$ cat config.mk
export PLATFORM = sky130hd
export DESIGN_NAME = window_minmax_trace_scaler
export DESIGN_NICKNAME = d
export VERILOG_FILES = /design/src/rtl/wmts_pkg.sv /design/src/rtl/wmts_window_mem.sv /design/src/rtl/wmts_ceil_div.sv /design/src/rtl/window_minmax_trace_scaler.sv
export SDC_FILE = /design/constraint.sdc
export NUM_CORES = 1
export LEC_CHECK = 0
export ABC_AREA = 0
export BUFFER_PORTS_ARGS = -buffer_cell sky130_fd_sc_hd__buf_4
export CORE_MARGIN = 3
export CORE_UTILIZATION = 63
export CTS_CLUSTER_SIZE = 10
export DETAILED_ROUTE_END_ITERATION = 6
export PLACE_DENSITY_LB_ADDON = 0.25
export SYNTH_ARGS = -nofsm -noshare
export SYNTH_HDL_FRONTEND = slang
export SYNTH_SLANG_ARGS = --single-unit
export TNS_END_PERCENT = 50
$ cat constraint.sdc
create_clock -name clk -period 8.5 [get_ports clk]
set_input_delay 0.85 -clock clk [delete_from_list [all_inputs] [get_ports clk]]
set_output_delay 0.85 -clock clk [all_outputs]
set_load 0.02 [all_outputs]
$ cat src/rtl/wmts_pkg.sv
`timescale 1ns / 1ps
// ----------------------------------------------------------------------------
// wmts_pkg
// Shared widths, register indexes, reset values and the interface types
// between the trace scaler top level and its ceiling divider.
// ----------------------------------------------------------------------------
package wmts_pkg;

  // Default size of the sample window and horizontal pixel pitch.
  localparam int WINDOW_DEF = 25;
  localparam int X_STEP_DEF = 5;

  // Field widths.
  localparam int SAMPLE_W = 15;
  localparam int MARGIN_W = 7;
  localparam int ROW_W    = 6;
  localparam int IDX_W    = 5;
  localparam int XPOS_W   = 8;

  // Internal arithmetic widths.
  localparam int WIDE_W = SAMPLE_W + 2;      // widened limits, signed
  localparam int DEN_W  = 16;                // hi - lo, never negative
  localparam int NUM_W  = ROW_W + DEN_W;     // span_rows * (t - lo)
  localparam int QUO_W  = ROW_W;             // quotient never exceeds span_rows

  // Stream widths.
  localparam int IN_TDATA_W  = 16;
  localparam int OUT_TDATA_W = 56;

  // Configuration port.
  localparam int CFG_IDX_W = 3;
  localparam logic [CFG_IDX_W-1:0] REG_REJECT_ABOVE = 3'd0;
  localparam logic [CFG_IDX_W-1:0] REG_MAX_FLOOR    = 3'd1;
  localparam logic [CFG_IDX_W-1:0] REG_MIN_CEILING  = 3'd2;
  localparam logic [CFG_IDX_W-1:0] REG_MARGIN       = 3'd3;
  localparam logic [CFG_IDX_W-1:0] REG_BASELINE_ROW = 3'd4;
  localparam logic [CFG_IDX_W-1:0] REG_SPAN_ROWS    = 3'd5;

  // Register reset values.
  localparam logic signed [SAMPLE_W-1:0] RST_REJECT_ABOVE = 15'sd11500;
  localparam logic signed [SAMPLE_W-1:0] RST_MAX_FLOOR    = 15'sd0;
  localparam logic signed [SAMPLE_W-1:0] RST_MIN_CEILING  = 15'sd11500;
  localparam logic [MARGIN_W-1:0]        RST_MARGIN       = 7'd5;
  localparam logic [ROW_W-1:0]           RST_BASELINE_ROW = 6'd63;
  localparam logic [ROW_W-1:0]           RST_SPAN_ROWS    = 6'd33;

  // Saturation limits of the 15 bit labels, in the widened format.
  localparam logic signed [WIDE_W-1:0] LABEL_MAX = 17'sd16383;
  localparam logic signed [WIDE_W-1:0] LABEL_MIN = -17'sd16384;

  // Request to the ceiling divider.
  typedef struct packed {
    logic             start;
    logic [NUM_W-1:0] num;
    logic [DEN_W-1:0] den;
  } div_req_t;

  // Response of the ceiling divider.
  typedef struct packed {
    logic             done;
    logic [QUO_W-1:0] quo;
  } div_rsp_t;

endpackage

$ cat src/rtl/wmts_window_mem.sv
`timescale 1ns / 1ps
// ----------------------------------------------------------------------------
// wmts_window_mem
// Sample window storage: one write port, one read port with registered data.
// Entries never written since reset read as zero through per-entry valid bits.
// ----------------------------------------------------------------------------
module wmts_window_mem #(
  parameter int DEPTH = wmts_pkg::WINDOW_DEF
) (
  input  logic                                 clk,
  input  logic                                 rst_n,
  input  logic                                 wr_en,
  input  logic [$clog2(DEPTH)-1:0]             wr_addr,
  input  logic signed [wmts_pkg::SAMPLE_W-1:0] wr_data,
  input  logic                                 rd_en,
  input  logic [$clog2(DEPTH)-1:0]             rd_addr,
  output logic signed [wmts_pkg::SAMPLE_W-1:0] rd_data
);

  logic signed [wmts_pkg::SAMPLE_W-1:0] mem_r [DEPTH];
  logic [DEPTH-1:0]                     vld_r;
  logic signed [wmts_pkg::SAMPLE_W-1:0] rdata_r;
  logic                                 rvld_r;

  // Storage array and registered read data.
  always_ff @(posedge clk) begin
    if (wr_en) begin
      mem_r[wr_addr] <= wr_data;
    end
    if (rd_en) begin
      rdata_r <= mem_r[rd_addr];
    end
  end

  // Valid bits stand in for the all-zero reset contents.
  always_ff @(posedge clk) begin
    if (!rst_n) begin
      vld_r  <= '0;
      rvld_r <= 1'b0;
    end else begin
      if (wr_en) begin
        vld_r[wr_addr] <= 1'b1;
      end
      if (rd_en) begin
        rvld_r <= vld_r[rd_addr];
      end
    end
  end

  assign rd_data = rvld_r ? rdata_r : '0;

endmodule

$ cat src/rtl/wmts_ceil_div.sv
`timescale 1ns / 1ps
// ----------------------------------------------------------------------------
// wmts_ceil_div
// Restoring divider giving ceil(num / den), one quotient bit per cycle.
// The quotient is known to fit in QUO_W bits; a zero divisor gives zero.
// ----------------------------------------------------------------------------
module wmts_ceil_div (
  input  logic               clk,
  input  logic               rst_n,
  input  wmts_pkg::div_req_t req,
  output wmts_pkg::div_rsp_t rsp
);

  localparam int STEP_W = $clog2(wmts_pkg::QUO_W);

  logic                           busy_r, busy_nxt;
  logic                           done_r, done_nxt;
  logic [STEP_W-1:0]              step_r, step_nxt;
  logic [wmts_pkg::NUM_W-1:0]     rem_r, rem_nxt;
  logic [wmts_pkg::DEN_W-1:0]     den_r, den_nxt;
  logic [wmts_pkg::QUO_W-1:0]     q_r, q_nxt;
  logic [wmts_pkg::NUM_W-1:0]     shifted;
  logic [wmts_pkg::QUO_W:0]       q_ceil;

  // One compare and subtract of the shifted divisor per cycle.
  always_comb begin
    busy_nxt = busy_r;
    done_nxt = 1'b0;
    step_nxt = step_r;
    rem_nxt  = rem_r;
    den_nxt  = den_r;
    q_nxt    = q_r;
    shifted  = wmts_pkg::NUM_W'(den_r) << step_r;
    if (req.start) begin
      busy_nxt = 1'b1;
      step_nxt = STEP_W'(wmts_pkg::QUO_W - 1);
      rem_nxt  = req.num;
      den_nxt  = req.den;
      q_nxt    = '0;
    end else if (busy_r) begin
      if (rem_r >= shifted) begin
        rem_nxt        = rem_r - shifted;
        q_nxt[step_r]  = 1'b1;
      end
      if (step_r == '0) begin
        busy_nxt = 1'b0;
        done_nxt = 1'b1;
      end else begin
        step_nxt = step_r - 1'b1;
      end
    end
  end

  always_ff @(posedge clk) begin
    if (!rst_n) begin
      busy_r <= 1'b0;
      done_r <= 1'b0;
    end else begin
      busy_r <= busy_nxt;
      done_r <= done_nxt;
    end
  end

  always_ff @(posedge clk) begin
    step_r <= step_nxt;
    rem_r  <= rem_nxt;
    den_r  <= den_nxt;
    q_r    <= q_nxt;
  end

  // Round up when a remainder is left.
  assign q_ceil   = {1'b0, q_r} + {{wmts_pkg::QUO_W{1'b0}}, (rem_r != '0)};
  assign rsp.done = done_r;
  assign rsp.quo  = (den_r == '0) ? '0 : q_ceil[wmts_pkg::QUO_W-1:0];

endmodule

$ cat src/rtl/window_minmax_trace_scaler.sv
`timescale 1ns / 1ps
// ----------------------------------------------------------------------------
// window_minmax_trace_scaler
// Keeps a sliding window of temperature samples, finds its widened min and
// max, and emits one scaled plot point per window entry, oldest first.
//
//  Channel  Direction  Payload
//  in_      slave      tdata[14:0] sample
//  out_     master     tdata point_index, x_pos, y_row, upper_label,
//                      lower_label; tlast = last
//  cfg_     slave      cfg_index selects register, cfg_data is the value
//
// A rejected sample is dropped and the block stays idle. An accepted sample is
// written, then the min/max walk reads the whole window memory; each point then
// takes a read, a multiply and a one-bit-per-cycle ceiling division.
// in_tready is high only while no sample is in work. Output stalls hold the
// current point in its register. Reset is synchronous and needs no clearing.
// ----------------------------------------------------------------------------
module window_minmax_trace_scaler #(
  parameter int WINDOW = wmts_pkg::WINDOW_DEF,
  parameter int X_STEP = wmts_pkg::X_STEP_DEF
) (
  input  logic                                 clk,
  input  logic                                 rst_n,
  // Input beats: [14:0] sample, [15] zero.
  input  logic                                 in_tvalid,
  output logic                                 in_tready,
  input  logic [wmts_pkg::IN_TDATA_W-1:0]      in_tdata,
  // Output beats: [4:0] point_index, [12:5] x_pos, [18:13] y_row,
  // [33:19] upper_label, [48:34] lower_label, [55:49] zero.
  output logic                                 out_tvalid,
  input  logic                                 out_tready,
  output logic [wmts_pkg::OUT_TDATA_W-1:0]     out_tdata,
  output logic                                 out_tlast,
  // Configuration writes.
  input  logic                                 cfg_valid,
  output logic                                 cfg_ready,
  input  logic [wmts_pkg::CFG_IDX_W-1:0]       cfg_index,
  input  logic [wmts_pkg::SAMPLE_W-1:0]        cfg_data
);

  localparam int AW  = $clog2(WINDOW);
  localparam int CW  = $clog2(WINDOW + 1);
  localparam int SW  = wmts_pkg::SAMPLE_W;
  localparam int WW  = wmts_pkg::WIDE_W;
  localparam int XPW = wmts_pkg::IDX_W + 8;

  typedef enum logic [6:0] {
    S_IDLE  = 7'b0000001,
    S_SCAN  = 7'b0000010,
    S_CALC  = 7'b0000100,
    S_MUL   = 7'b0001000,
    S_DIVGO = 7'b0010000,
    S_DIV   = 7'b0100000,
    S_OUT   = 7'b1000000
  } state_t;

  // Configuration registers.
  logic signed [SW-1:0]                 reject_above_r, max_floor_r, min_ceiling_r;
  logic [wmts_pkg::MARGIN_W-1:0]        margin_r;
  logic [wmts_pkg::ROW_W-1:0]           baseline_r, span_r;

  // Control state.
  state_t                               state_r, state_nxt;
  logic [AW-1:0]                        wr_ptr_r, wr_ptr_nxt;
  logic [AW-1:0]                        rd_ptr_r, rd_ptr_nxt;
  logic [CW-1:0]                        cnt_r, cnt_nxt;
  logic [wmts_pkg::IDX_W-1:0]           idx_r, idx_nxt;

  // Datapath registers.
  logic signed [SW-1:0]                 mx_r, mx_nxt, mn_r, mn_nxt;
  logic signed [WW-1:0]                 lo_r, lo_nxt;
  logic [wmts_pkg::DEN_W-1:0]           den_r, den_nxt;
  logic [wmts_pkg::NUM_W-1:0]           num_r, num_nxt;
  logic [SW-1:0]                        upper_r, upper_nxt, lower_r, lower_nxt;
  logic [wmts_pkg::ROW_W-1:0]           y_r, y_nxt;
  logic [wmts_pkg::XPOS_W-1:0]          x_r, x_nxt;

  // Memory and divider connections.
  logic                                 mem_we, mem_re;
  logic signed [SW-1:0]                 mem_rdata;
  logic signed [SW-1:0]                 sample;
  wmts_pkg::div_req_t                   div_req;
  wmts_pkg::div_rsp_t                   div_rsp;

  // Helper values.
  logic                                 in_acc, reject;
  logic signed [WW-1:0]                 hi_w, lo_w;
  logic signed [WW:0]                   den_w, diff_w;
  logic signed [7:0]                    y_w;
  logic [XPW-1:0]                       x_w;

  assign sample    = $signed(in_tdata[SW-1:0]);
  assign in_tready = (state_r == S_IDLE);
  assign in_acc    = in_tvalid && in_tready;
  assign reject    = (sample > reject_above_r);
  assign cfg_ready = 1'b1;

  // Configuration register writes.
  always_ff @(posedge clk) begin
    if (!rst_n) begin
      reject_above_r <= wmts_pkg::RST_REJECT_ABOVE;
      max_floor_r    <= wmts_pkg::RST_MAX_FLOOR;
      min_ceiling_r  <= wmts_pkg::RST_MIN_CEILING;
      margin_r       <= wmts_pkg::RST_MARGIN;
      baseline_r     <= wmts_pkg::RST_BASELINE_ROW;
      span_r         <= wmts_pkg::RST_SPAN_ROWS;
    end else if (cfg_valid && cfg_ready) begin
      unique case (cfg_index)
        wmts_pkg::REG_REJECT_ABOVE: reject_above_r <= $signed(cfg_data);
        wmts_pkg::REG_MAX_FLOOR:    max_floor_r    <= $signed(cfg_data);
        wmts_pkg::REG_MIN_CEILING:  min_ceiling_r  <= $signed(cfg_data);
        wmts_pkg::REG_MARGIN:       margin_r       <= cfg_data[wmts_pkg::MARGIN_W-1:0];
        wmts_pkg::REG_BASELINE_ROW: baseline_r     <= cfg_data[wmts_pkg::ROW_W-1:0];
        wmts_pkg::REG_SPAN_ROWS:    span_r         <= cfg_data[wmts_pkg::ROW_W-1:0];
        default: ;
      endcase
    end
  end

  // Window memory; the oldest entry sits at the write pointer.
  wmts_window_mem #(
    .DEPTH (WINDOW)
  ) u_mem (
    .clk     (clk),
    .rst_n   (rst_n),
    .wr_en   (mem_we),
    .wr_addr (wr_ptr_r),
    .wr_data (sample),
    .rd_en   (mem_re),
    .rd_addr (rd_ptr_r),
    .rd_data (mem_rdata)
  );

  // Ceiling divider for the row scaling.
  wmts_ceil_div u_div (
    .clk   (clk),
    .rst_n (rst_n),
    .req   (div_req),
    .rsp   (div_rsp)
  );

  assign div_req.start = (state_r == S_DIVGO);
  assign div_req.num   = num_r;
  assign div_req.den   = den_r;

  // Widened limits and their difference.
  assign hi_w   = WW'(mx_r) + WW'({1'b0, margin_r});
  assign lo_w   = WW'(mn_r) - WW'({1'b0, margin_r});
  assign den_w  = (WW+1)'(mx_r) - (WW+1)'(mn_r) + (WW+1)'({1'b0, margin_r, 1'b0});
  assign diff_w = (WW+1)'(mem_rdata) - (WW+1)'(lo_r);
  assign y_w    = $signed({2'b00, baseline_r}) - $signed({2'b00, div_rsp.quo});
  assign x_w    = (XPW'(idx_r) + XPW'(1)) * XPW'(X_STEP);

  // Sequencer: accept, min/max walk, then one point at a time.
  always_comb begin
    state_nxt  = state_r;
    wr_ptr_nxt = wr_ptr_r;
    rd_ptr_nxt = rd_ptr_r;
    cnt_nxt    = cnt_r;
    idx_nxt    = idx_r;
    mx_nxt     = mx_r;
    mn_nxt     = mn_r;
    lo_nxt     = lo_r;
    den_nxt    = den_r;
    num_nxt    = num_r;
    upper_nxt  = upper_r;
    lower_nxt  = lower_r;
    y_nxt      = y_r;
    x_nxt      = x_r;
    mem_we     = 1'b0;
    mem_re     = 1'b0;
    unique case (state_r)
      S_IDLE: begin
        if (in_acc && !reject) begin
          mem_we     = 1'b1;
          wr_ptr_nxt = (wr_ptr_r == AW'(WINDOW - 1)) ? '0 : wr_ptr_r + 1'b1;
          rd_ptr_nxt = wr_ptr_nxt;
          cnt_nxt    = '0;
          mx_nxt     = max_floor_r;
          mn_nxt     = min_ceiling_r;
          state_nxt  = S_SCAN;
        end
      end
      S_SCAN: begin
        if (cnt_r != CW'(WINDOW)) begin
          mem_re     = 1'b1;
          rd_ptr_nxt = (rd_ptr_r == AW'(WINDOW - 1)) ? '0 : rd_ptr_r + 1'b1;
        end
        if (cnt_r != '0) begin
          if (mem_rdata > mx_r) mx_nxt = mem_rdata;
          if (mem_rdata < mn_r) mn_nxt = mem_rdata;
        end
        cnt_nxt = cnt_r + 1'b1;
        if (cnt_r == CW'(WINDOW)) begin
          state_nxt = S_CALC;
        end
      end
      S_CALC: begin
        lo_nxt  = lo_w;
        den_nxt = den_w[wmts_pkg::DEN_W-1:0];
        if (hi_w > wmts_pkg::LABEL_MAX)      upper_nxt = wmts_pkg::LABEL_MAX[SW-1:0];
        else if (hi_w < wmts_pkg::LABEL_MIN) upper_nxt = wmts_pkg::LABEL_MIN[SW-1:0];
        else                                 upper_nxt = hi_w[SW-1:0];
        if (lo_w > wmts_pkg::LABEL_MAX)      lower_nxt = wmts_pkg::LABEL_MAX[SW-1:0];
        else if (lo_w < wmts_pkg::LABEL_MIN) lower_nxt = wmts_pkg::LABEL_MIN[SW-1:0];
        else                                 lower_nxt = lo_w[SW-1:0];
        idx_nxt    = '0;
        mem_re     = 1'b1;
        rd_ptr_nxt = (rd_ptr_r == AW'(WINDOW - 1)) ? '0 : rd_ptr_r + 1'b1;
        state_nxt  = S_MUL;
      end
      S_MUL: begin
        // The entry is never below lo, so the difference is unsigned.
        num_nxt   = wmts_pkg::NUM_W'(span_r) *
                    wmts_pkg::NUM_W'(diff_w[wmts_pkg::DEN_W-1:0]);
        state_nxt = S_DIVGO;
      end
      S_DIVGO: begin
        state_nxt = S_DIV;
      end
      S_DIV: begin
        if (div_rsp.done) begin
          y_nxt     = y_w[7] ? '0 : y_w[wmts_pkg::ROW_W-1:0];
          x_nxt     = x_w[wmts_pkg::XPOS_W-1:0];
          state_nxt = S_OUT;
        end
      end
      S_OUT: begin
        if (out_tready) begin
          if (idx_r == wmts_pkg::IDX_W'(WINDOW - 1)) begin
            state_nxt = S_IDLE;
          end else begin
            idx_nxt    = idx_r + 1'b1;
            mem_re     = 1'b1;
            rd_ptr_nxt = (rd_ptr_r == AW'(WINDOW - 1)) ? '0 : rd_ptr_r + 1'b1;
            state_nxt  = S_MUL;
          end
        end
      end
      default: state_nxt = S_IDLE;
    endcase
  end

  always_ff @(posedge clk) begin
    if (!rst_n) begin
      state_r  <= S_IDLE;
      wr_ptr_r <= '0;
      rd_ptr_r <= '0;
      cnt_r    <= '0;
      idx_r    <= '0;
    end else begin
      state_r  <= state_nxt;
      wr_ptr_r <= wr_ptr_nxt;
      rd_ptr_r <= rd_ptr_nxt;
      cnt_r    <= cnt_nxt;
      idx_r    <= idx_nxt;
    end
  end

  always_ff @(posedge clk) begin
    mx_r    <= mx_nxt;
    mn_r    <= mn_nxt;
    lo_r    <= lo_nxt;
    den_r   <= den_nxt;
    num_r   <= num_nxt;
    upper_r <= upper_nxt;
    lower_r <= lower_nxt;
    y_r     <= y_nxt;
    x_r     <= x_nxt;
  end

  // Output beat.
  assign out_tvalid = (state_r == S_OUT);
  assign out_tlast  = (idx_r == wmts_pkg::IDX_W'(WINDOW - 1));
  assign out_tdata  = {7'd0, lower_r, upper_r, y_r, x_r, idx_r};

  // The input and output sides never hold a beat at once.
  a_no_overlap: assert property (@(posedge clk) disable iff (!rst_n)
    !(in_tready && out_tvalid))
    else $error("input ready while a point is pending");

  // An accepted, kept sample always starts the window walk.
  a_start_scan: assert property (@(posedge clk) disable iff (!rst_n)
    (in_acc && !reject) |=> (state_r == S_SCAN))
    else $error("kept sample did not start the scan");

  // A rejected sample leaves the block idle and the window untouched.
  a_reject_idle: assert property (@(posedge clk) disable iff (!rst_n)
    (in_acc && reject) |=> (state_r == S_IDLE) && $stable(wr_ptr_r))
    else $error("rejected sample changed state");

  // The divider only reports while a point waits for it.
  a_div_done: assert property (@(posedge clk) disable iff (!rst_n)
    div_rsp.done |-> (state_r == S_DIV))
    else $error("divider result outside the divide state");

  // A row never lies below the baseline.
  a_row_range: assert property (@(posedge clk) disable iff (!rst_n)
    out_tvalid |-> (y_r <= baseline_r))
    else $error("row beyond baseline");

endmodule
* After elaboration in Yosys (flattened, before gate mapping)
Memory sizes are Yosys's and may differ from the RTL's. A register that Yosys moved wholly into a read port is not among the register bits.
Cells that the tools add are included.
** Storage, ports and cells
- Register bits :: 294
- Memory bits (writable) :: 375
- Bits of input ports :: 39
- Output and inout bits :: 60
- Word-level logic and storage cells :: 174
- Memories kept :: 1
** Memories
- u_mem.mem_r :: depth 25, bits a word 15, read ports 1, clocked after Yosys merged registers in 1, wr ports 1, line wmts_window_mem.sv:20 : logic signed [wmts_pkg::SAMPLE_W-1:0] mem_r [DEPTH];
** Operators by class
- $add $sub $neg :: 14
- Multipliers :: 2
- Order comparisons :: 13
- Equality and inequality tests :: 26
- Shifts and indexed selects :: 1
- Mux-type cells :: 51
- Bitwise gates (word level) :: 5
- Reductions and logical operators :: 33
** Operator list (count)
- 15-bit 2-to-1 mux :: 9
- 22-bit 2-to-1 mux :: 3
- 15-bit one-hot mux with 2 select lines :: 2
- 7-bit one-hot mux with 7 select lines :: 1
- 5-bit 2-to-1 mux :: 9
- 16-bit by 15-bit greater-than comparator with 1-bit output, second input constant :: 2
- 16-bit by 15-bit less-than comparator with 1-bit output, second input constant :: 2
- 15-bit greater-than comparator :: 2
- 7-bit 2-to-1 mux :: 4
- 25-bit OR :: 1
- 2-bit AND reduction :: 12
- 22-bit greater-or-equal comparator :: 1
- 6-bit by 16-bit multiplier with 22-bit output :: 1
- 22-bit nonzero test :: 1
- 16-bit by 3-bit << shifter with 22-bit output :: 1
- 22-bit subtractor :: 1
- 5-bit by 1-bit adder with 5-bit output, second input constant :: 4
- 5-bit equality test, second input constant :: 4
- 5-bit one-hot mux with 2 select lines :: 2
- 5-bit one-hot mux with 4 select lines :: 1
- 15-bit by 8-bit adder with 16-bit output :: 1
- 16-bit by 9-bit adder with 16-bit output :: 1
- 16-bit zero test :: 1
- 15-bit by 15-bit subtractor with 16-bit output :: 1
- 44 further kinds :: 78

* Logic depth before layout (Yosys ltp)
- Depth after elaboration :: 7
- Depth in mapped cells :: 27
- Depth with buffers taken out :: 25

* By module
Synthesis repeated with hierarchy kept, for this count alone.
** Unflattened totals
- Cells, all modules :: 2992
- Area, all modules :: 35927.0 um2
** Modules (own cells, without submodules)
- window_minmax_trace_scaler :: instances 1, cells each 1792, area an instance 16091.7 um2, sequential area each 5665.4 um2
- wmts_window_mem :: instances 1, cells each 774, area an instance 15946.5 um2, sequential area each 12231.7 um2
- wmts_ceil_div :: instances 1, cells each 426, area an instance 3888.7 um2, sequential area each 1361.3 um2

* Least setup slack after synthesis
OpenSTA, ideal clock, no wires.
- Path type :: reg-to-reg
- From :: register u_mem.rvld_r
- To :: register num_r[21] (netlist bit) (data pin)
- Setup time :: 262 ps
- Arrival time :: 6231 ps
- Data required time :: 8238 ps
- Path slack :: 2007 ps
- Cell stages (with the launch flop) :: 27
- Path buffers :: 2
- Cells stage by stage :: dfxtp_1 -> clkbuf_1 -> clkbuf_1 -> and2_1 -> ha_1 -> nor2b_1 -> o21a_1 -> o21ai_0 -> a21oi_1 -> nor4_1 -> o31ai_1 -> a311o_1 -> and2_1 -> fa_1 -> fa_1 -> inv_1 -> fa_1 -> inv_1 -> ha_1 -> a21o_1 -> a21o_1 -> a21o_1 -> a311oi_1 -> o21ai_0 -> a31o_2 -> a21oi_1 -> xor2_1
** Between the ends
- Longest elaborated chain between the ends :: 3
** RTL lines
- start: declaration :: line wmts_window_mem.sv:23 : logic rvld_r;
- start signal: assignment :: line wmts_window_mem.sv:45 : rvld_r <= vld_r[rd_addr];
- 15-bit 2-to-1 mux :: line wmts_window_mem.sv:50 : assign rd_data = rvld_r ? rdata_r : '0;
- 15-bit by 16-bit subtractor with 16-bit output :: line window_minmax_trace_scaler.sv:151 : assign diff_w = (WW+1)'(mem_rdata) - (WW+1)'(lo_r);
- 6-bit by 16-bit multiplier with 22-bit output :: line window_minmax_trace_scaler.sv:215 : num_nxt = wmts_pkg::NUM_W'(span_r) *
- end signal: assignment :: line window_minmax_trace_scaler.sv:266 : num_r <= num_nxt;
- end: declaration :: line window_minmax_trace_scaler.sv:74 : logic [wmts_pkg::NUM_W-1:0] num_r, num_nxt;
Every way passes these cells.
A chain may end at the register's enable or synchronous reset.

* Worst setup path in the final report
Same ends and word-level chain as after synthesis.

==> qor.txt <==
Worst-path maximum fanout -> 22
Initial core utilization -> 64.2%
Root buffer selected by CTS -> clkbuf_16
Worst EP arrival -> 7880 ps
Endpoints failing hold -> 0
CP required -> 8840 ps
Final Cycle Share -> 88.7%
Worst-skew pair later-pin latency -> 640 ps
Endpoints failing setup -> 0
# fillers -> 3732
Synth Area in Compound Gates -> 8.66%
Yosys Warn Count -> 0
Final WS setup -> 959 ps
Cell depth of the worst hold path -> 0
DR pass1 iterations -> 6
Placeable core area -> 55500 um^2
Worst min path class -> reg2reg
Via density -> 6.30
Critical path startpoint -> u_mem.rvld_r
Sum Neg Setup Slack -> 0 ps
DIE HEIGHT -> 244 um
RSZ-0062 raised after global routing -> false
Most common cell in the netlist -> edfxtp_1
Synthesized cell area -> 35600 um^2
Largest net degree at the start of global routing -> 114
Status -> finished, final reports clean
Leakage -> 14.9 nW
Post-synth EDFFs -> 556
Die width -> 244 um
Overflow after GRT -> 0
Tightest Pin Transition -> 1210 ps
R2R Path End -> num_r[21]
# rows -> 86
Cell variety after synth -> 84
Clk buf depth -> 3
Hold_sp -> den_r[13]
Drt total wl -> 92500 um
GP Congestion -> 0.926
Buffers added on ports -> 89
Reg2Reg Depth -> 25
Vias in the first global route -> 23.9k
Crit. End Element -> flop
H-tree depth reported by CTS -> 3
Wire per inst -> 24.5 um
CTS tree -> yes
Critical path class -> reg2reg
R2R setup slack -> 960 ps
PD cells -> 200 nW/um^2
Via count -> 23.8k
Post-Synth Adder-Cell Area -> 10.1%
Avg Inst Size Synth -> 12.3 um^2
Top_reg_cell synth -> edfxtp_1
Setup WS pre-CTS -> 1140 ps
Largest family of logic cells by synthesized area -> simple AND/OR/NAND/NOR gates
Initial DRC Count -> 2352
#FFs+latches synth -> 684
Sinks on Clock Net -> 684
Post-synthesis cell count -> 2896
Crit start category -> flop
Clock skew -> 53.8 ps
Top cells by area, synth -> edfxtp_1, mux4_2, dfxtp_1, ha_1, fa_1
Initial antenna violation count -> 3
Max Fclk -> 133 MHz
GRT Resource Usage Total -> 31.3%
Area leader, netlist -> edfxtp_1
FFs w/ async S/R, synth -> 0%
RR Startpoint -> u_mem.rvld_r
HPWL Detailed -> 61600 um
Synth Area in XOR/XNOR -> 2.31%
Die ar. -> 59500 um^2
P&R area growth vs syn -> 10.7%
Peak supply drop -> 0.194 mV
Hold-fix buffer count after cts -> 0
Post-CTS setup buffers -> 0
Commonest cells in the netlist -> edfxtp_1, nand2_1, inv_1, ha_1, o21ai_0
Post-Synth Simple-Gate Area -> 11.6%
CTS resizes -> 0
Max_cap viols -> 0
Final nets -> 3242
Max-slew headroom -> 19.2%
Mux cell area share after synthesis -> 9.33%
Seq/Total Area, Yosys -> 54.0%
Max Slew Vio Count -> 0
I/O Pins -> 99
DRC -> 0
Share of post-route cells with drive strength above 1 -> 13.2%
CP endpoint -> num_r[21]
Final min period -> 7540 ps
Dpl cell area -> 37000 um^2
Top cell type's share of synthesized area -> 46.8%
Total CTS buffers -> 80
First-pass GRT wire length -> 141000 um
Final ANT Viol Nets -> 0
Worst-path clk slew -> 60 ps
Fin area -> 39500 um^2
-- worst min-delay path by stage --
stage | end | slack, ps
3_5_place_dp | u_div.den_r[11] | 410
3_3_place_gp | u_div.den_r[10] | 400
2_1_floorplan | u_div.den_r[0] | 400
6_report | u_div.den_r[13] | 420
4_1_cts | u_div.den_r[13] | 410
5_1_grt | u_div.den_r[15] | 420
-- report_power, final --
group          total (mW)  switching, mW  leakage, nW  internal [mW]
logic               0.874          0.493         7.67          0.381
registers            3.74         0.0606         6.03           3.68
clock network        3.28           1.40         1.18           1.88
total                7.90           1.96         14.9           5.94
-- state kept, by name (all words and copies together) (netlist names), 8 cells and up --
name            cells
u_mem.mem_r       375
min_ceiling_r      15
num_r              22
mx_r               15
u_mem.rdata_r      15
x_r                 8
den_r              16
u_div.den_r        16
u_mem.vld_r        25
upper_r            15
lower_r            15
max_floor_r        15
mn_r               15
lo_r               16
reject_above_r     15
u_div.rem_r        22
-- critical path: stages, from the launching register on --
cell	delay [ps]
dfxtp_1	750
nand2_1	310
ha_1	300
inv_1	70
fa_1	210
a21o_1	140
a21oi_1	100
o21ai_1	400
a41oi_1	200
o21ai_1	490
xor2_1	400
and2_1	200
fa_1	450
fa_1	560
inv_1	60
fa_1	530
inv_1	40
ha_1	350
a21o_1	180
a21o_1	170
a21o_1	220
a311oi_1	340
o21ai_0	250
a31o_2	280
a21oi_1	160
xor2_1	80
-- cell type report --
class	instances	area, um^2	share of cell area [%]
Timing Repair Buffer	114	856	2.17
Clock inverter	11	243	0.615
Tap cell	748	936	2.37
Inverter	229	860	2.18
Sequential cell	684	19300	48.8
Multi-Input combinational cell	1854	15100	38.2
Clock buffer	138	2250	5.70
Antenna cell	1	2.50	0.00634
-- cells in the final DEF, fill, tap and decap left out, drive strengths merged, types with 22 or more instances in the layout --
master and n:
a21boi 50, a21o 43, a21oi 84, and2 77
buf 114, clkbuf 138, dfxtp 128, edfxtp 556
fa 71, ha 169, inv 229, mux2i 51
mux4 116, nand2 354, nand3 67, nor2 113
nor2b 36, nor3 45, o211ai 22, o21a 24
o21ai 144, xnor2 64, xor2 30
-- through the flow --
| stage | util, % | std cells | hold WS, ps | total power, mW |
|---|---|---|---|---|
| 2_1_floorplan | - | 2902 | 400 | 4.41 |
| 3_3_place_gp | 66.6 | 3629 | 403 | 4.63 |
| 3_5_place_dp | 66.6 | 3629 | 405 | 4.66 |
| 4_1_cts | 71.1 | 3778 | 414 | 7.93 |
| 5_1_grt | 71.1 | 3779 | 419 | 8.15 |
| 6_report | 71.1 | 3779 | 415 | 7.90 |
-- cell families (layout without fill, tap and decap cells) --
kind of cell | Yosys count | count (layout)
AO/OA/AOI/OAI | 478 | 478
XOR/XNOR | 94 | 94
adder cells (fa/ha/maj) | 245 | 245
buffers and inverters | 364 | 492
flip-flops | 684 | 684
multiplexers | 185 | 185
other | 2 | 9
AND/OR/NAND/NOR | 844 | 844
-- routing by layer --
layer	routed length (um)	track usage, %
met2	46100	53.3
met3	6250	4.78
met1	34700	38.6
met5	30	0
met4	5390	17.3
Power figures use the tool's default switching activity.
